<file path="config.mk">
export PLATFORM = sky130hd
export DESIGN_NAME = acpe_regs
export DESIGN_NICKNAME = d
export VERILOG_FILES = /design/src/hw/rtl/acpe_pkg.sv /design/src/hw/rtl/acpe_regs.sv
export SDC_FILE = /design/constraint.sdc
export NUM_CORES = 1
export LEC_CHECK = 0
export BUFFER_PORTS_ARGS = -buffer_cell sky130_fd_sc_hd__clkbuf_2
export CAP_MARGIN = 40
export CELL_PAD_IN_SITES_DETAIL_PLACEMENT = 0
export CELL_PAD_IN_SITES_GLOBAL_PLACEMENT = 1
export CORE_ASPECT_RATIO = 0.75
export CORE_MARGIN = 3
export CORE_UTILIZATION = 25
export DETAILED_ROUTE_END_ITERATION = 10
export PLACE_DENSITY = 0.85
export SYNTH_ARGS = -nofsm -noshare
export SYNTH_HDL_FRONTEND = slang
export SYNTH_SLANG_ARGS = --single-unit
</file>
<file path="constraint.sdc">
create_clock -name clk -period 0.91 [get_ports clk]
set_input_delay 0 -clock clk [delete_from_list [all_inputs] [get_ports clk]]
set_output_delay 0 -clock clk [all_outputs]
set_load 0.01 [all_outputs]
</file>
<file path="src/hw/rtl/acpe_pkg.sv">
// Shared types and constants of the compressed position encoder.
// Holds the transfer payload structs, the reciprocal constants for the
// constant divisions and the base-91 helper. Depends on nothing.
package acpe_pkg;

    localparam int unsigned VAL_W   = 31;
    localparam int unsigned SCALE_W = 27;
    localparam int unsigned DIGIT_W = 7;
    localparam int unsigned NDIGITS = 4;
    localparam int unsigned NCHARS  = 13;
    localparam int unsigned CNT_W   = $clog2(NCHARS);

    localparam logic signed [31:0] LAT_LIMIT = 32'sd900000000;
    localparam logic signed [31:0] LAT_BIAS  = 32'sd900000000;
    localparam logic signed [32:0] LON_LIMIT = 33'sd1800000000;

    localparam int unsigned DIV26_SHIFT  = 36;
    localparam int unsigned DIV2710_SHIFT = 43;
    localparam int unsigned DIVBIG_SHIFT = 55;
    localparam int unsigned DIV91_SHIFT  = 34;

    localparam logic [31:0] DIV26_MUL =
        32'(((64'd1 << DIV26_SHIFT) + 64'd26 - 64'd1) / 64'd26);
    localparam logic [31:0] DIV2710_MUL =
        32'(((64'd1 << DIV2710_SHIFT) + 64'd2710 - 64'd1) / 64'd2710);
    localparam logic [31:0] DIVBIG_MUL =
        32'(((64'd1 << DIVBIG_SHIFT) + 64'd15384615 - 64'd1) / 64'd15384615);
    localparam logic [27:0] DIV91_MUL =
        28'(((64'd1 << DIV91_SHIFT) + 64'd91 - 64'd1) / 64'd91);

    localparam logic [DIGIT_W-1:0] B91     = 7'd91;
    localparam logic [7:0]         B91_OFS = 8'd33;

    localparam logic [7:0] CHAR_SPACE = 8'h20;
    localparam logic [7:0] CHAR_X     = 8'h78;
    localparam logic [7:0] CHAR_G     = 8'h47;

    localparam logic [7:0] OVERLAY_RESET = 8'd47;
    localparam logic [7:0] SYMBOL_RESET  = 8'd79;

    localparam logic REG_OVERLAY = 1'b0;
    localparam logic REG_SYMBOL  = 1'b1;

    typedef struct packed {
        logic signed [30:0] lat_e7;
        logic signed [31:0] lon_e7;
    } pos_t;

    typedef struct packed {
        logic [7:0] out_char;
        logic       last_char;
    } chr_t;

    typedef struct packed {
        logic [7:0] overlay_char;
        logic [7:0] symbol_char;
    } cfg_t;

    typedef struct packed {
        logic [SCALE_W-1:0] lat;
        logic [SCALE_W-1:0] lon;
    } scaled_t;

    typedef struct packed {
        logic [NDIGITS-1:0][DIGIT_W-1:0] lat;
        logic [NDIGITS-1:0][DIGIT_W-1:0] lon;
    } digits_t;

    function automatic logic [SCALE_W-1:0] div91(input logic [SCALE_W-1:0] x);
        logic [SCALE_W+27:0] prod;
        prod = (SCALE_W + 28)'(x) * (SCALE_W + 28)'(DIV91_MUL);
        return SCALE_W'(prod >> DIV91_SHIFT);
    endfunction

endpackage

</file>
<file path="src/hw/rtl/acpe_regs.sv">
// Configuration registers behind the APB-style port.
// Holds the overlay and symbol bytes. Depends on acpe_pkg.
module acpe_regs
(
    input  logic             clk,
    input  logic             rst_n,
    input  logic             psel,
    input  logic             penable,
    input  logic             pwrite,
    input  logic [2:0]       paddr,
    input  logic [31:0]      pwdata,
    output logic [31:0]      prdata,
    output logic             pready,
    output acpe_pkg::cfg_t   cfg
);

    acpe_pkg::cfg_t cfg_reg;
    acpe_pkg::cfg_t cfg_next;
    logic           wr;

    assign wr     = psel && penable && pwrite;
    assign pready = 1'b1;
    assign cfg    = cfg_reg;

    always_comb
    begin
        cfg_next = cfg_reg;
        if (wr)
        begin
            unique case (paddr[2])
                acpe_pkg::REG_OVERLAY: cfg_next.overlay_char = pwdata[7:0];
                acpe_pkg::REG_SYMBOL:  cfg_next.symbol_char  = pwdata[7:0];
                default:               cfg_next = cfg_reg;
            endcase
        end
    end

    always_comb
    begin
        unique case (paddr[2])
            acpe_pkg::REG_OVERLAY: prdata = {24'd0, cfg_reg.overlay_char};
            acpe_pkg::REG_SYMBOL:  prdata = {24'd0, cfg_reg.symbol_char};
            default:               prdata = 32'd0;
        endcase
    end

    always_ff @(posedge clk or negedge rst_n)
    begin
        if (!rst_n)
        begin
            cfg_reg.overlay_char <= acpe_pkg::OVERLAY_RESET;
            cfg_reg.symbol_char  <= acpe_pkg::SYMBOL_RESET;
        end
        else
        begin
            cfg_reg <= cfg_next;
        end
    end

endmodule

</file>
* Word-level counts from Yosys, hierarchy flattened
Index checks and enable logic that the tools add are counted.
** Storage, ports and cells
- Register bits after elaboration :: 16
- Input port bits :: 40
** Operators by class
- Multiplexer cells :: 1
- Bitwise gates (word level) :: 1
- Reduce and logical (&&, ||, !) cells :: 4
** Operators with widths (number)
- $pmux 32 s2 :: 1
- $reduce_and 2->1 :: 2
- $logic_and 1x1->1 :: 2
- $not 1->1 :: 1

* Longest topological paths before layout
Gate-level depths: netlist of the first run.
- Depth after elaboration :: 3
- Gate-level depth with buffers :: 3
- Depth with buffers taken out :: 2

* Worst setup path before layout of the first run
No wires, ideal clock.
- Kind :: reg2reg
- Start :: register, netlist name cfg[12]
- End :: register cfg_reg, in the netlist cfg[12]
- Arrival time :: 0.657 ns
- Data required time :: 0.785 ns
- Setup slack :: 0.129 ns
- Stages on the path, launching flop included :: 2
- Path buffers :: 0
- Period minus slack after synthesis :: 0.781 ns
- Cell sequence :: dfrtp_1 > mux2_2
** RTL lines
- to (signal assigned) :: RTL line acpe_regs.sv:56 : cfg_reg <= cfg_next;
- to (decl) :: RTL line acpe_regs.sv:17 : acpe_pkg::cfg_t cfg_reg;

* Worst setup path in the final report of the first run
- Start :: register cfg_reg, in the netlist cfg[10]
- End :: output port prdata[2]
** On the way
- Longest elaborated chain between the ends :: 1
** Ends and longest elaborated chain
- $pmux 32 s2 :: RTL line acpe_regs.sv:40 : unique case (paddr[2])
- to (decl) :: RTL line acpe_regs.sv:12 : output logic [31:0] prdata,
Every way passes these cells. The select of a mux whose other input is x is not followed.

==> results of run 1 <==
-- critical path: stages (launching register included) --
cell and delay [ns]:
dfstp_2 0.54, mux2_4 0.15, buf_6 0.09
-- area by class of cell --
cell class | instances | area [um^2] | share of cell area
repair buffers | 53 | 437.9 | 0.3142
well taps | 50 | 62.56 | 0.04488
multi-input cells | 51 | 439.2 | 0.3151
clock buffers | 3 | 41.29 | 0.02962
flip-flops and latches | 16 | 412.9 | 0.2962
-- stage by stage --
stage	instance area, um^2	setup WS, ns
floorplan	1021	0.1288
global placement	1085	0.001471
detailed placement	1085	-0.006206
CTS	1254	-0.1462
global route	1394	-0.1528
finish	1394	-0.1168
-- power breakdown --
group	internal, uW	switching [uW]	leakage [uW]	total [uW]
clock network	293	225	0.0000216	517
registers	943	105	0.000177	1050
logic	817	486	0.000509	1300
total	2050	815	0.000707	2870
-- per-layer routing --
layer	track usage	up-vias	wire, um
li1	-	298	-
met1	0.1032	314	832
met3	0.04434	0	145
met2	0.1752	31	1188
met5	0	-	0
met4	0	0	0
-- worst paths after layout --
check | start | to | slack (ns) | cells past startpoint
max | cfg[10] | prdata[2] | -0.12 | 2
min | pwdata[4] | cfg[4] | 0.002 | 2
max reg2reg | cfg[5] | cfg[5] | 0.03 | 2
min reg2reg | cfg[4] | cfg[4] | 0.54 | 1
max in group asynchronous | rst_n | cfg[9] | 0.37 | 2
min in group asynchronous | rst_n | cfg[4] | 0.22 | 2
-- cells in the mapped netlist --
cell type | instances | share of area
nand4b_4 | 1 | 0.025
dfrtp_1 | 6 | 0.16
buf_4 | 25 | 0.20
buf_6 | 1 | 0.012
nand4_4 | 1 | 0.023
dfstp_2 | 10 | 0.28
conb_1 | 2 | 0.0080
mux2_2 | 24 | 0.29
-- cells by family (layout without fill, tap and decap cells) --
| kind of cell | Yosys count | in the layout | share of synthesized area |
|---|---|---|---|
| flip-flops | 16 | 16 | 0.4418 |
| multiplexers | 24 | 24 | 0.2892 |
| buffers and inverters | 26 | 56 | 0.2129 |
| other | 2 | 25 | 0.008035 |
| AND/OR/NAND/NOR | 2 | 2 | 0.04819 |
-- placed cells by master, fill, tap and decap left out --
cell type       n
buf_2           2
buf_4           8
buf_6          22
buf_8           1
clkbuf_2       19
clkbuf_8        3
conb_1         25
dfrtp_1         6
dfstp_2        10
dlygate4sd3_1   1
mux2_2         16
mux2_4          8
nand4_4         1
nand4b_4        1
-- what timing repair did --
action | CTS | global route
gates resized for setup | 10 | 39
hold endpoints to repair | 16 | 0
setup buffers | 10 | 3
cloned | 0 | 0
hold buffers | 1 | 0
setup endpoints to repair | 16 | 20
==> reports/qor.csv, run 1 <==
stage;metric;value;unit
outcome;status;complete, but fails checks;
outcome;violations;negative setup slack;
sta;skew;0;ns
die;core;0.003446;mm^2
setup_path;startpoint_type;flop;
route;first_pass_iters;2;
sta;setup_viol;17;
route;num_vias;643;
sta;whs;0.001852;ns
cts;clk-insertion-delay-late;0.24;ns
sta;period_share;1.128;
power;design_power_total;2868;uW
setup_path;arrival;1.03;ns
worst_hold_path;hp-class;in -> reg;
place;port_buffers;37;
synthesis;ys_ff_latch;16;
route;wl_per_cell;12.52;um
power;leakagePower;0.0007072;uW
synthesis;ys_warn_count;0;
place;place_congestion;0.7111;
cts;clock_path_buffers;2;
sta;fmax;973.9;MHz
synthesis;syn_inst;70;
die;rows;18;
grt;grt_max_degree;17;
power;powerDensity;2058;mW/mm^2
layout;largest_reg_flops;16;
route;ant_nets;0;
synthesis;avgSynthCellArea;13.35;um^2
sta;hold_viol;0;
grt;track_usage;0.09310;
die;dieArea;0.004516;mm^2
layout;nets;165;
cts;htree_num_levels;1;
cts;clock-root-buffer;clkbuf_8;
setup_path;cp_max_fo;3;
sta;fin_ws;-0.1168;ns
grt;grt-ovfl-total;0;
cts;clock-sinks;16;
route;viasPerCell;3.717;
layout;fillers;348;
die;start_util;0.2712;
die;die_y;58.95;um
layout;final_cells;173;
sta;drv_slew;0;
cts;cts_tree;yes;
layout;area_delta_synth_final;49.13;%
place;dpl.hpwl;1.544;mm
synthesis;syn_area;934.6;um^2
route;drt_iter0_markers;16;
layout;drive_above_1_share;0.7398;
sta;tns;-1.315;ns
die;die_w;76.60;um
setup_path;cp.required;0.91;ns
cts;numCtsBuffers;3;
grt;antenna_found_initial;0;
route;drcViolationCount;0;
power;ir_worst_vdd;691.3;uV
synthesis;synth-seq-area-share;0.4418;
layout;insertedDiodeCount;0;
place;place_inst;156;
setup_path;crit_type;reg -> out;
grt;grt_pass1_wl;3.201;mm
cts;clkTransAtPathRegs;0.06;ns
die;ios;89;
layout;utilization;0.4045;
sta;grt_setup_unrepaired;yes;
route;wl;2.166;mm
grt;grt_pass1_vias;642;
setup_path;critPathCaptureType;output pin;
synthesis;ys_types;8;
sta;period_minus_slack;1.027;ns
flow_run;maxCapViolations;0;
Power figures use the tool's default switching activity.
==> run 2: changes to the inputs <==
--- a/config.mk
+++ b/config.mk
@@ -11,9 +11,9 @@
 export CELL_PAD_IN_SITES_GLOBAL_PLACEMENT = 1
 export CORE_ASPECT_RATIO = 0.75
 export CORE_MARGIN = 3
-export CORE_UTILIZATION = 25
+export CORE_UTILIZATION = 23
 export DETAILED_ROUTE_END_ITERATION = 10
-export PLACE_DENSITY = 0.85
+export PLACE_DENSITY = 0.82
 export SYNTH_ARGS = -nofsm -noshare
 export SYNTH_HDL_FRONTEND = slang
 export SYNTH_SLANG_ARGS = --single-unit
==> constraint.sdc (replaced) <==
create_clock -name clk -period 0.9 [get_ports clk]
set_input_delay 0 -clock clk [delete_from_list [all_inputs] [get_ports clk]]
set_output_delay 0 -clock clk [all_outputs]
set_load 0.01 [all_outputs]
==> reports/qor.csv, run 2 (synthesized netlist as in run 1, its figures left out) <==
stage;metric;value;unit;change
outcome;status;complete, but fails checks;;
outcome;violations;negative setup slack;;
route;ant_nets;0;;unchanged
grt;grt_pass1_wl;3.036;mm;-5.2%
layout;drive_above_1_share;0.7302;;-0.009679
setup_path;startpoint_type;flop;;
sta;grt_setup_unrepaired;yes;;
sta;hold_viol;0;;unchanged
die;dieArea;0.004873;mm^2;+7.9%
route;drcViolationCount;0;;unchanged
cts;clock-root-buffer;clkbuf_8;;
place;port_buffers;37;;unchanged
grt;busiest_layer;met2;;
sta;fmax;974.8;MHz;
setup_path;critPathSlowestCell;dfstp_2;;
setup_path;critPathCaptureType;output pin;;
layout;insertedDiodeCount;0;;unchanged
sta;drv_slew;0;;unchanged
sta;skew;0;ns;unchanged
layout;final_cell_mix;buf_6, conb_1, mux2_2;;
setup_path;max_stage_delay;0.54;ns;about the same
sta;period_share;1.140;;
cts;clock-sinks;16;;unchanged
place;dp_slack;0.01623;ns;+0.02243 ns
die;die_y;61.21;um;+3.8%
die;core;0.003780;mm^2;+9.7%
place;dpl.hpwl;1.453;mm;-5.9%
cts;numCtsBuffers;3;;unchanged
die;start_util;0.2473;;-0.02397
place;place_congestion;0.7229;;+1.7%
setup_path;crit_type;reg -> out;;
grt;met2_usage;0.1617;;-0.01351
die;rows;19;;+1
layout;area_delta_synth_final;54.62;%;
route;drt_iter0_markers;16;;unchanged
grt;antenna_found_initial;0;;unchanged
sta;tns;-1.436;ns;-0.1209 ns
layout;layout_commonest_cell;buf_6;;
route;viasPerCell;3.753;;+0.97%
grt;grtUsageMet3;0.02193;;-0.02241
route;wl_per_cell;12.69;um;+1.3%
route;num_vias;668;;+3.9%
setup_path;crit_chain;mux2_4 -> buf_6;;
cts;htree_num_levels;1;;unchanged
sta;fin_ws;-0.1258;ns;-0.008984 ns
power;leakagePower;0.0007275;uW;+2.9%
sta;period_minus_slack;1.026;ns;
layout;fillers;379;;+8.9%
setup_path;cp.required;0.90;ns;about the same
grt;grt_pass1_vias;651;;+1.4%
cts;clkTransAtPathRegs;0.06;ns;about the same
sta;setup_viol;18;;+1
sta;whs;0.004032;ns;+0.002180 ns
setup_path;cp_max_fo;2;;-1
layout;nets;168;;+1.8%
flow_run;maxCapViolations;0;;unchanged
setup_path;arrival;1.03;ns;about the same
grt;grt-ovfl-total;0;;unchanged
worst_hold_path;hp-class;in -> reg;;
die;die_w;79.61;um;+3.9%
grt;use_met1;0.08903;;-0.01419
cts;clk-insertion-delay-late;0.24;ns;about the same
grt;track_usage;0.08235;;-0.01075
cts;cts_tree;yes;;
die;ios;89;;unchanged
grt;grt_max_degree;17;;unchanged
layout;largest_reg_flops;16;;unchanged
power;powerDensity;2059;mW/mm^2;about the same
power;ir_worst_vdd;683.1;uV;-1.2%
route;first_pass_iters;2;;unchanged
cts;clock_path_buffers;2;;unchanged
route;wl;2.258;mm;+4.2%
-- run 2: changes by cell type in the layout (fill, tap and decap cells not counted), sizes merged --
cell	before	now
clkbuf	22	18
dlygate4sd3	1	3
buf	33	38
-- run 2: final cells by class --
type,instances,area [um^2],area share
timing repair buffer,56,486.7,0.3368
multi-input combinational,51,439.2,0.3039
sequential,16,412.9,0.2857
tap,52,65.06,0.04502
clock buffer,3,41.29,0.02857
-- run 2: worst max-delay path, delay by kind of cell, from the launching register on --
family,cells,cell delay [ns]
flip-flops,1,0.54
buffers and inverters,1,0.10
multiplexers,1,0.15
-- run 2: final timing paths --
| path | startpoint | endpoint | slack (ns) | cells after the start |
|---|---|---|---|---|
| worst max-delay path | cfg[9] | prdata[1] | -0.13 | 2 |
| worst max register to register | cfg[9] | cfg[9] | -0.01 | 3 |
| worst min register to register | cfg[7] | cfg[7] | 0.54 | 1 |
| min in group asynchronous | rst_n | cfg[14] | 0.21 | 2 |
| max in group asynchronous | rst_n | cfg[10] | 0.36 | 2 |
| worst min-delay path | pwdata[2] | cfg[10] | 0.004 | 2 |
-- run 2: what timing repair did --
item | in CTS | in global routing
endpoints found under the setup margin | 18 | 23
endpoints found under the hold margin | 18 | 0
hold buffers | 3 | 0
setup buffers | 12 | 3
gates resized for setup | 10 | 47
-- run 2: metal layers --
layer	share of wire	vias up
li1	-	300
met1	0.35	338
met2	0.59	28
met3	0.056	2
met4	0.0084	0
met5	0	-
-- run 2: where the power goes --
group	switching, uW	internal (uW)
logic	520	884
clock network	215	296
registers	108	953
total	843	2130
-- run 2: metrics by stage --
step / util / area [um^2] / cells / total power (uW)
after floorplan: - / 1021 / 93 / 1573
after global placement: 0.2877 / 1087 / 158 / 1810
after detailed placement: 0.2877 / 1087 / 158 / 1838
after CTS: 0.3403 / 1286 / 176 / 2625
after global routing: 0.3823 / 1445 / 178 / 3157
final: 0.3823 / 1445 / 178 / 2976
