--- src/hw/rtl/acpe_pkg.sv ---
// Shared types and constants of the compressed position encoder.
// Holds the transfer payload structs, the reciprocal constants for the
// constant divisions and the base-91 helper. Depends on nothing.
package acpe_pkg;

    localparam int unsigned VAL_W   = 31;
    localparam int unsigned SCALE_W = 27;
    localparam int unsigned DIGIT_W = 7;
    localparam int unsigned NDIGITS = 4;
    localparam int unsigned NCHARS  = 13;
    localparam int unsigned CNT_W   = $clog2(NCHARS);

    localparam logic signed [31:0] LAT_LIMIT = 32'sd900000000;
    localparam logic signed [31:0] LAT_BIAS  = 32'sd900000000;
    localparam logic signed [32:0] LON_LIMIT = 33'sd1800000000;

    localparam int unsigned DIV26_SHIFT  = 36;
    localparam int unsigned DIV2710_SHIFT = 43;
    localparam int unsigned DIVBIG_SHIFT = 55;
    localparam int unsigned DIV91_SHIFT  = 34;

    localparam logic [31:0] DIV26_MUL =
        32'(((64'd1 << DIV26_SHIFT) + 64'd26 - 64'd1) / 64'd26);
    localparam logic [31:0] DIV2710_MUL =
        32'(((64'd1 << DIV2710_SHIFT) + 64'd2710 - 64'd1) / 64'd2710);
    localparam logic [31:0] DIVBIG_MUL =
        32'(((64'd1 << DIVBIG_SHIFT) + 64'd15384615 - 64'd1) / 64'd15384615);
    localparam logic [27:0] DIV91_MUL =
        28'(((64'd1 << DIV91_SHIFT) + 64'd91 - 64'd1) / 64'd91);

    localparam logic [DIGIT_W-1:0] B91     = 7'd91;
    localparam logic [7:0]         B91_OFS = 8'd33;

    localparam logic [7:0] CHAR_SPACE = 8'h20;
    localparam logic [7:0] CHAR_X     = 8'h78;
    localparam logic [7:0] CHAR_G     = 8'h47;

    localparam logic [7:0] OVERLAY_RESET = 8'd47;
    localparam logic [7:0] SYMBOL_RESET  = 8'd79;

    localparam logic REG_OVERLAY = 1'b0;
    localparam logic REG_SYMBOL  = 1'b1;

    typedef struct packed {
        logic signed [30:0] lat_e7;
        logic signed [31:0] lon_e7;
    } pos_t;

    typedef struct packed {
        logic [7:0] out_char;
        logic       last_char;
    } chr_t;

    typedef struct packed {
        logic [7:0] overlay_char;
        logic [7:0] symbol_char;
    } cfg_t;

    typedef struct packed {
        logic [SCALE_W-1:0] lat;
        logic [SCALE_W-1:0] lon;
    } scaled_t;

    typedef struct packed {
        logic [NDIGITS-1:0][DIGIT_W-1:0] lat;
        logic [NDIGITS-1:0][DIGIT_W-1:0] lon;
    } digits_t;

    function automatic logic [SCALE_W-1:0] div91(input logic [SCALE_W-1:0] x);
        logic [SCALE_W+27:0] prod;
        prod = (SCALE_W + 28)'(x) * (SCALE_W + 28)'(DIV91_MUL);
        return SCALE_W'(prod >> DIV91_SHIFT);
    endfunction

endpackage

--- src/hw/rtl/acpe_serializer.sv ---
// Output stage: assemble the thirteen characters of one position and
// shift them out one per transfer. Depends on acpe_pkg.
module acpe_serializer
(
    input  logic                clk,
    input  logic                rst_n,
    input  acpe_pkg::cfg_t      cfg,
    input  logic                up_valid,
    input  acpe_pkg::digits_t   up_data,
    output logic                up_stall,
    output logic                chr_valid,
    output acpe_pkg::chr_t      chr,
    input  logic                chr_stall
);

    localparam int unsigned NCH  = acpe_pkg::NCHARS;
    localparam int unsigned CW   = acpe_pkg::CNT_W;
    localparam logic [CW-1:0] LAST_IDX = CW'(NCH - 1);

    logic                    vld_reg;
    logic [CW-1:0]           cnt_reg;
    logic [NCH-1:0][7:0]     chars_reg;
    logic [NCH-1:0][7:0]     chars_next;
    logic                    fire;
    logic                    load;
    logic                    is_last;

    assign is_last   = cnt_reg == LAST_IDX;
    assign fire      = vld_reg && !chr_stall;
    assign load      = !vld_reg || (fire && is_last);
    assign up_stall  = !load;
    assign chr_valid = vld_reg;
    assign chr.out_char  = chars_reg[0];
    assign chr.last_char = is_last;

    always_comb
    begin
        chars_next[0] = cfg.overlay_char;
        for (int i = 0; i < acpe_pkg::NDIGITS; i++)
        begin
            chars_next[1 + i] = 8'(up_data.lat[acpe_pkg::NDIGITS - 1 - i])
                                + acpe_pkg::B91_OFS;
            chars_next[5 + i] = 8'(up_data.lon[acpe_pkg::NDIGITS - 1 - i])
                                + acpe_pkg::B91_OFS;
        end
        chars_next[9]  = cfg.symbol_char;
        chars_next[10] = acpe_pkg::CHAR_SPACE;
        chars_next[11] = acpe_pkg::CHAR_X;
        chars_next[12] = acpe_pkg::CHAR_G;
    end

    always_ff @(posedge clk or negedge rst_n)
    begin
        if (!rst_n)
        begin
            vld_reg <= 1'b0;
            cnt_reg <= '0;
        end
        else if (load)
        begin
            vld_reg <= up_valid;
            cnt_reg <= '0;
        end
        else if (fire)
        begin
            cnt_reg <= cnt_reg + CW'(1);
        end
    end

    always_ff @(posedge clk)
    begin
        if (load)
            chars_reg <= chars_next;
        else if (fire)
            chars_reg <= {8'd0, chars_reg[NCH-1:1]};
    end

endmodule

--- config.mk ---
export PLATFORM = sky130hd
export DESIGN_NAME = acpe_serializer
export DESIGN_NICKNAME = d
export VERILOG_FILES = /design/src/hw/rtl/acpe_pkg.sv /design/src/hw/rtl/acpe_serializer.sv
export SDC_FILE = /design/constraint.sdc
export NUM_CORES = 1
export LEC_CHECK = 0
export BUFFER_PORTS_ARGS = -buffer_cell sky130_fd_sc_hd__buf_2
export CAP_MARGIN = 20
export CORE_MARGIN = 3
export CORE_UTILIZATION = 45
export DETAILED_ROUTE_END_ITERATION = 16
export PLACE_DENSITY_LB_ADDON = 0.1
export REMOVE_ABC_BUFFERS = 1
export SLEW_MARGIN = 10
export SYNTH_ARGS = -nofsm -noshare
export SYNTH_HDL_FRONTEND = slang
export SYNTH_SLANG_ARGS = --single-unit
--- constraint.sdc ---
create_clock -name clk -period 7.4 [get_ports clk]
set_input_delay 0.74 -clock clk [delete_from_list [all_inputs] [get_ports clk]]
set_output_delay 0.74 -clock clk [all_outputs]
set_load 0.005 [all_outputs]
== After elaboration in Yosys (flattened, before gate mapping) ==
Cells that the tools add are included.

* Flip-flop bits (word level): 103
* Word-level logic and storage cells: 36
* Bits of input ports: 76

* Equality and inequality tests: 1
* Muxes and demuxes: 4
* $add $sub $neg: 9
* Reductions and logical operators: 7

{| class="wikitable"
|+ Operator list
! kind !! number
|-
| $mux 80 || 2
|-
| $add 7x6->8 const B || 8
|-
| $mux 4 || 2
|-
| $add 4x1->4 const B || 1
|-
| $eq 4x4->1 const B || 1
|-
| $logic_not 1->1 || 3
|-
| $logic_and 1x1->1 || 2
|-
| $reduce_bool 2->1 || 1
|-
| $logic_or 1x1->1 || 1
|}

== Longest topological paths before layout ==
Gate-level depths: netlist of the first run.

* Word-level depth: 5
* Gate-level depth with buffers: 8
* Gate-level depth less buffers: 6

== Least setup slack after synthesis of the first run ==
OpenSTA, ideal clock, no wires.

* Kind: input to register
* From: input chr_stall
* To: register chars_reg[10] (netlist bit), enable pin
* Data arrival time: 2.459 ns
* Data required time: 6.966 ns
* Path buffers: 0
* Stages: 2
* Slack: 4.507 ns
* Path through: and2_1 inv_1

* Word-level cells in the longest chain between the ends: 5

{| class="wikitable"
|+ RTL lines
! element !! RTL line !! RTL
|-
| from (decl) || acpe_serializer.sv:13 || <nowiki>input logic chr_stall</nowiki>
|-
| $logic_not 1->1 (*) || acpe_serializer.sv:29 || <nowiki>assign fire = vld_reg && !chr_stall;</nowiki>
|-
| $logic_and 1x1->1 (*) || acpe_serializer.sv:29 ||
|-
| $logic_and 1x1->1 || acpe_serializer.sv:30 || <nowiki>assign load = !vld_reg || (fire && is_last);</nowiki>
|-
| $logic_or 1x1->1 || acpe_serializer.sv:30 ||
|-
| $reduce_bool 2->1 (no source line) (*) || - ||
|-
| to (signal assigned) || acpe_serializer.sv:73 || <nowiki>chars_reg <= chars_next;</nowiki>
|-
| to (signal assigned) || acpe_serializer.sv:75 || <nowiki>chars_reg <= {8'd0, chars_reg[NCH-1:1]};</nowiki>
|-
| to (decl) || acpe_serializer.sv:22 || <nowiki>logic [NCH-1:0][7:0] chars_reg;</nowiki>
|}

Mark *: on every way between the ends. The rest lies on a longest branch, timed or not.
A chain may end at the register's enable or synchronous reset.

== Final worst setup path of the first run ==
* From: register cnt_reg[0]
* To: output up_stall

* Word-level cells in the longest chain between the ends: 4

{| class="wikitable"
|+ RTL lines
! element !! RTL line !! RTL
|-
| from (decl) || acpe_serializer.sv:21 || <nowiki>logic [CW-1:0] cnt_reg;</nowiki>
|-
| from (signal assigned) || acpe_serializer.sv:66 || <nowiki>cnt_reg <= cnt_reg + CW'(1);</nowiki>
|-
| $eq 4x4->1 || acpe_serializer.sv:28 || <nowiki>assign is_last = cnt_reg == LAST_IDX;</nowiki>
|-
| $logic_and 1x1->1 || acpe_serializer.sv:30 ||
|-
| $logic_or 1x1->1 || acpe_serializer.sv:30 ||
|-
| $logic_not 1->1 || acpe_serializer.sv:31 || <nowiki>assign up_stall = !load;</nowiki>
|-
| to (decl) || acpe_serializer.sv:10 || <nowiki>output logic up_stall,</nowiki>
|}

Every way passes these cells.

==> results of run 1 <==
==> worst max-delay path, delay by kind of cell (launching register included) <==
| kind | cells | cell delay, ps |
|---|---|---|
| and+or+nand+nor | 2 | 390 |
| DFF | 1 | 410 |
| adders and majority gates | 1 | 250 |
| buffers and inverters | 5 | 1800 |
==> worst paths after layout <==
check | startpoint | to | depth (start not counted)
max | cnt_reg[0] | up_stall | 8
min in group clk | chars_reg[98] | chars_reg[98] | 2
min | rst_n | cnt_reg[0] | 1
max in group asynchronous | rst_n | chr_valid | 1
max reg2reg | cnt_reg[0] | chr[3] | 8
min reg2reg | chars_reg[98] | chars_reg[98] | 2
==> layer usage <==
| layer | GRT usage [%] | part of all wire (%) | vias to the layer above |
|---|---|---|---|
| met5 | 0 | 0 | - |
| met4 | 6.40 | 1.6 | 0 |
| met3 | 3.52 | 5.2 | 13 |
| met2 | 29.9 | 49 | 88 |
| met1 | 22.7 | 44 | 1584 |
| li1 | - | - | 1612 |
==> metrics by stage <==
step | utilization (%) | total power, mW | std cells | hold slack, ps
2_1_floorplan | - | 0.992 | 359 | 436
3_5_place_dp | 51.5 | 1.11 | 582 | 471
3_3_place_gp | 51.5 | 1.10 | 582 | 470
4_1_cts | 53.4 | 1.44 | 598 | 169
5_1_grt | 53.4 | 1.51 | 598 | 168
6_report | 53.4 | 1.43 | 598 | 178
==> final cells by class <==
type	count	area [µm²]
fill	894	4640
sequential	90	2630
multi-input combinational	263	1850
timing repair buffer	90	460
tap	133	166
clock buffer	11	131
clock inverter	5	55.1
inverter	6	22.5
==> report_power, final <==
part	internal [mW]	switching [mW]	total [mW]
clock	0.156	0.176	0.332
sequential	0.714	0.0460	0.760
combinational	0.157	0.175	0.333
==> Yosys cell counts, types with 10 or more instances <==
cell type   n
and3_1     10
o21ai_0    42
clkbuf_1   15
nand2_1    11
ha_1       10
xor2_1     22
mux2_2     11
edfxtp_1   80
xnor2_1    11
nand3_1    65
==> kinds of logic (layout without fill, tap and decap cells) <==
| group | Yosys count | in the layout | synth area share (%) |
|---|---|---|---|
| flip-flops | 90 | 90 | 56.2 |
| buffers and inverters | 37 | 112 | 4.20 |
| AND/OR/NAND/NOR | 107 | 107 | 12.3 |
| adder cells (fa/ha/maj) | 10 | 10 | 2.68 |
| multiplexers | 20 | 20 | 5.54 |
| AO/OA/AOI/OAI | 93 | 93 | 13.0 |
| XOR/XNOR | 33 | 33 | 6.18 |
==> summary.txt, run 1 <==
Clocking
  • Post-CTS sizing: 0
  • CTS H-tree lvls: 3
  • Clock sinks: 90
  • Hold_buf cts: 0
  • CTS buffer count: 9
  • Clock Pin Slew Worst Setup and Hold Paths: 90 ps
  • CTS tree: done
  • Clock Tree Root: clkbuf_8
  • CTS max path bufs: 2
  • Latest clock arrival within the worst-skew pair: 360 ps
  • # Post-CTS Setup Buffers: 0

Route
  • DRC errors left: 0
  • Drt via density: 5.51
  • Final wirelength: 9860 µm
  • Drt initial violations: 190
  • Post-DRT Antenna Nets: 0
  • Vias post-DR: 3297
  • Post-detailed-route wirelength per cell: 16.5 µm
  • DR pass1 iterations: 4

Synthesis
  • Area leader, netlist: edfxtp_1
  • Avg Inst Size Synth: 12.0 µm²
  • Yosys top cell area share: 51.4%
  • Synth area leaders: edfxtp_1 51%, nand3_1 7.0%, o21ai_0 4.5%
  • Register area share after synthesis: 56.2%
  • EDFF count, synth: 80
  • Distinct cells, synth: 38
  • Post-Syn Area: 0.00468 mm²
  • Top FF cell, synth: edfxtp_1
  • Syn Inst Count: 390
  • Ys Warns: 0
  • Synth async-reset ratio: 5.56%
  • Yosys reg bits: 90

Floorplanning
  • Starting Density: 47.0%
  • Num ports: 87
  • Die area: 0.0117 mm²
  • Die Span X: 108 µm
  • Placement Rows: 36
  • Core area: 0.00995 mm²
  • Height of the die: 108 µm

Run status
  • Status: finished, final reports clean

Setup path
  • Max incr delay on CP: 590 ps
  • Register-to-Register Setup Slack: 4070 ps
  • WS Path Type: reg -> out
  • Worst-path maximum fanout: 58
  • Worst EP required: 6660 ps
  • Crit path cell chain: inv_1 > ha_1 > nand4b_4 > buf_4 > nand2_4 > inv_2 > buf_4 > buf_2
  • Critical Path Most Common Cell: buf_4
  • Startpoint Class: flip-flop
  • Kind of end point of the critical path: output port
  • WP data arrival: 3250 ps
  • Critical path's slowest cell: inv_2

Power
  • Lkg Pwr: 2.16 nW
  • Maximum VDD drop: 0.136 mV
  • Power Density: 268 mW/mm²

Global routing
  • Pin count of the biggest net entering global routing: 67
  • Vias in the first global route: 3203
  • Global-route wire length before repair: 15900 µm
  • Total track usage: 17.7%
  • Antenna violations before repair: 0
  • Grt ovf: 0

STA
  • Final Hold Viols: 0
  • RSZ-0062 raised after global routing: false
  • Final clock skew: 7.89 ps
  • Count of final max-slew check failures: 0
  • F_max: 251 MHz
  • Final WS setup: 3410 ps
  • Worst slew margin: 54.0%
  • Worst-Margin Slew: 689 ps
  • Min cycle time layout: 3990 ps
  • Tcrit/Tclk final: 53.9%
  • Final Setup Violations: 0
  • Setup Total Neg Slack: 0 ps

Placed design
  • Final GP Congestion: 0.780
  • Dpl hpwl: 6570 µm
  • Placement-stage cell area: 0.00513 mm²
  • Port bufs: 86
  • Pre-CTS setup slack: 3480 ps

Hold path
  • Type of the most critical hold path: in -> async

Cells and area
  • Number of flip-flops in the largest register: 77
  • Design Area, Final: 0.00532 mm²
  • Commonest cells after routing, fill and taps aside: 86 x buf_2, 80 x edfxtp_1, 65 x nand3_1
  • # nets final: 546
  • Commonest non-fill, non-tap cell in the layout: buf_2
  • Layout area overhead: 13.7%
  • Ant diodes: 0
  • Share of cells above drive strength 1: 29.0%

Job
  • Max-Cap Viols: 0
No activity file was read; power rests on OpenSTA's default activity.
==> run 2, diff against run 1 <==
clock period = 3.6 ns   (was 7.4 ns; I/O delays follow)
==> summary.txt, run 2 (synthesized netlist as in run 1, its figures left out) <==
Run status
  • Status: finished, final reports clean

Clocking
  • Clock Pin Slew Worst Setup and Hold Paths: 80 ps
  • CTS H-tree lvls: 3
  • Clock Tree Root: clkbuf_8
  • CTS buffer count: 9
  • Post-CTS sizing: 0
  • Latest clock arrival within the worst-skew pair: 340 ps
  • CTS tree: done
  • Clock sinks: 90
  • CTS max path bufs: 2

Setup path
  • Worst-path maximum fanout: 67
  • Levels on crit path: 7
  • Critical path's slowest cell: buf_4
  • Reg2reg end: chr[5]
  • Worst Path Buf+Inv: 4
  • Delay-heaviest family, CP: buffers and inverters
  • Max incr delay on CP: 570 ps
  • Register-to-Register Setup Slack: 1240 ps
  • Startpoint Class: flip-flop
  • Worst EP required: 3240 ps
  • R2R Path Start: cnt_reg[0]
  • Worst setup startpoint: cnt_reg[0]
  • Crit path cell chain: inv_1 > ha_1 > nand4b_4 > nand2_4 > inv_2 > buf_4 > buf_2
  • Kind of end point of the critical path: output port
  • Worst-case reg-to-reg path depth: 7
  • Worst Setup EP: up_stall
  • WS Path Type: reg -> out
  • WP data arrival: 2280 ps

Route
  • Final wirelength: 9760 µm
  • Drt via density: 5.49
  • Post-DRT Antenna Nets: 0
  • Drt initial violations: 141
  • Vias post-DR: 3292
  • DRC errors left: 0
  • Post-detailed-route wirelength per cell: 16.3 µm
  • DR pass1 iterations: 4

Floorplanning
  • Die Span X: 108 µm
  • Num ports: 87
  • Placement Rows: 36
  • Core area: 0.00995 mm²
  • Starting Density: 47.0%
  • Height of the die: 108 µm
  • Die area: 0.0117 mm²

Placed design
  • Final GP Congestion: 0.810
  • Port bufs: 86
  • Placement-stage cell area: 0.00516 mm²
  • Dpl hpwl: 6620 µm
  • Placed Cells: 584

STA
  • Final Hold Viols: 0
  • Final Setup Violations: 0
  • Setup Total Neg Slack: 0 ps
  • Min cycle time layout: 2640 ps
  • Count of final max-slew check failures: 0
  • Worst slew margin: 50.9%
  • Final clock skew: 7.42 ps
  • Worst-Margin Slew: 736 ps
  • F_max: 379 MHz
  • Tcrit/Tclk final: 73.3%
  • RSZ-0062 raised after global routing: false

Cells and area
  • Number of flip-flops in the largest register: 77
  • # fillers: 914
  • Core Util, Final: 53.4%
  • Layout area overhead: 13.7%
  • Multi-input gate area: 0.00185 mm²
  • Commonest cells after routing, fill and taps aside: 86 x buf_2, 80 x edfxtp_1, 65 x nand3_1
  • # nets final: 549
  • Commonest non-fill, non-tap cell in the layout: buf_2
  • Design Area, Final: 0.00532 mm²
  • Share of cells above drive strength 1: 29.4%
  • Register area: 0.00263 mm²
  • Fin cells: 600

Global routing
  • Pin count of the biggest net entering global routing: 68
  • Total track usage: 17.4%
  • Grt ovf: 0
  • Antenna violations before repair: 1
  • Global-route wire length before repair: 15900 µm
  • Vias in the first global route: 3295

Power
  • Maximum VDD drop: 0.298 mV
  • Power Density: 530 mW/mm²
  • Overall Power: 2.82 mW
  • Lkg Pwr: 2.17 nW

Hold path
  • Worst hold stages: 2
  • Type of the most critical hold path: in -> reg

Job
  • Max-Cap Viols: 0
-- run 2: repair_timing --
item                      CTS  global route
hold endpoints to repair    5             0
buffers inserted            0             0
hold buffers                1             0
-- run 2: area by class of cell --
type | instances | share of cell area [%]
antenna | 1 | 0.0471
clock buffer | 9 | 2.33
clock inverter | 5 | 0.447
inverter | 6 | 0.424
multi-input combinational | 263 | 34.8
sequential | 90 | 49.4
tap | 133 | 3.13
timing repair buffer | 93 | 9.36
-- run 2: power breakdown --
group	leakage [nW]	total, mW	switching, mW	internal, mW
Clock	0.0819	0.576	0.339	0.237
Combinational	1.20	0.677	0.347	0.330
Sequential	0.893	1.57	0.0999	1.47
-- run 2: worst min path at each step --
stage,start,endpoint,slack [ps]
3_3_place_gp,rst_n,cnt_reg[0],180
6_report,up_valid,chr_valid,220
5_1_grt,up_valid,chr_valid,210
3_5_place_dp,rst_n,cnt_reg[0],190
2_1_floorplan,rst_n,chr_valid,60
4_1_cts,up_valid,chr_valid,210
-- run 2: metal layers --
| layer | routed length (µm) | GRT usage, % | vias up |
|---|---|---|---|
| met4 | 199 | 5.95 | 2 |
| met5 | 7 | 0 | - |
| met3 | 644 | 5.07 | 14 |
| li1 | - | - | 1615 |
| met1 | 4010 | 20.7 | 1572 |
| met2 | 4910 | 30.3 | 89 |
-- run 2: metrics by stage --
stage | setup slack (ps) | hold WS, ps
after detailed placement | 1230 | 186
after global placement | 1280 | 182
after CTS | 916 | 214
after floorplan | 343 | 64.4
final | 961 | 222
after global routing | 742 | 211
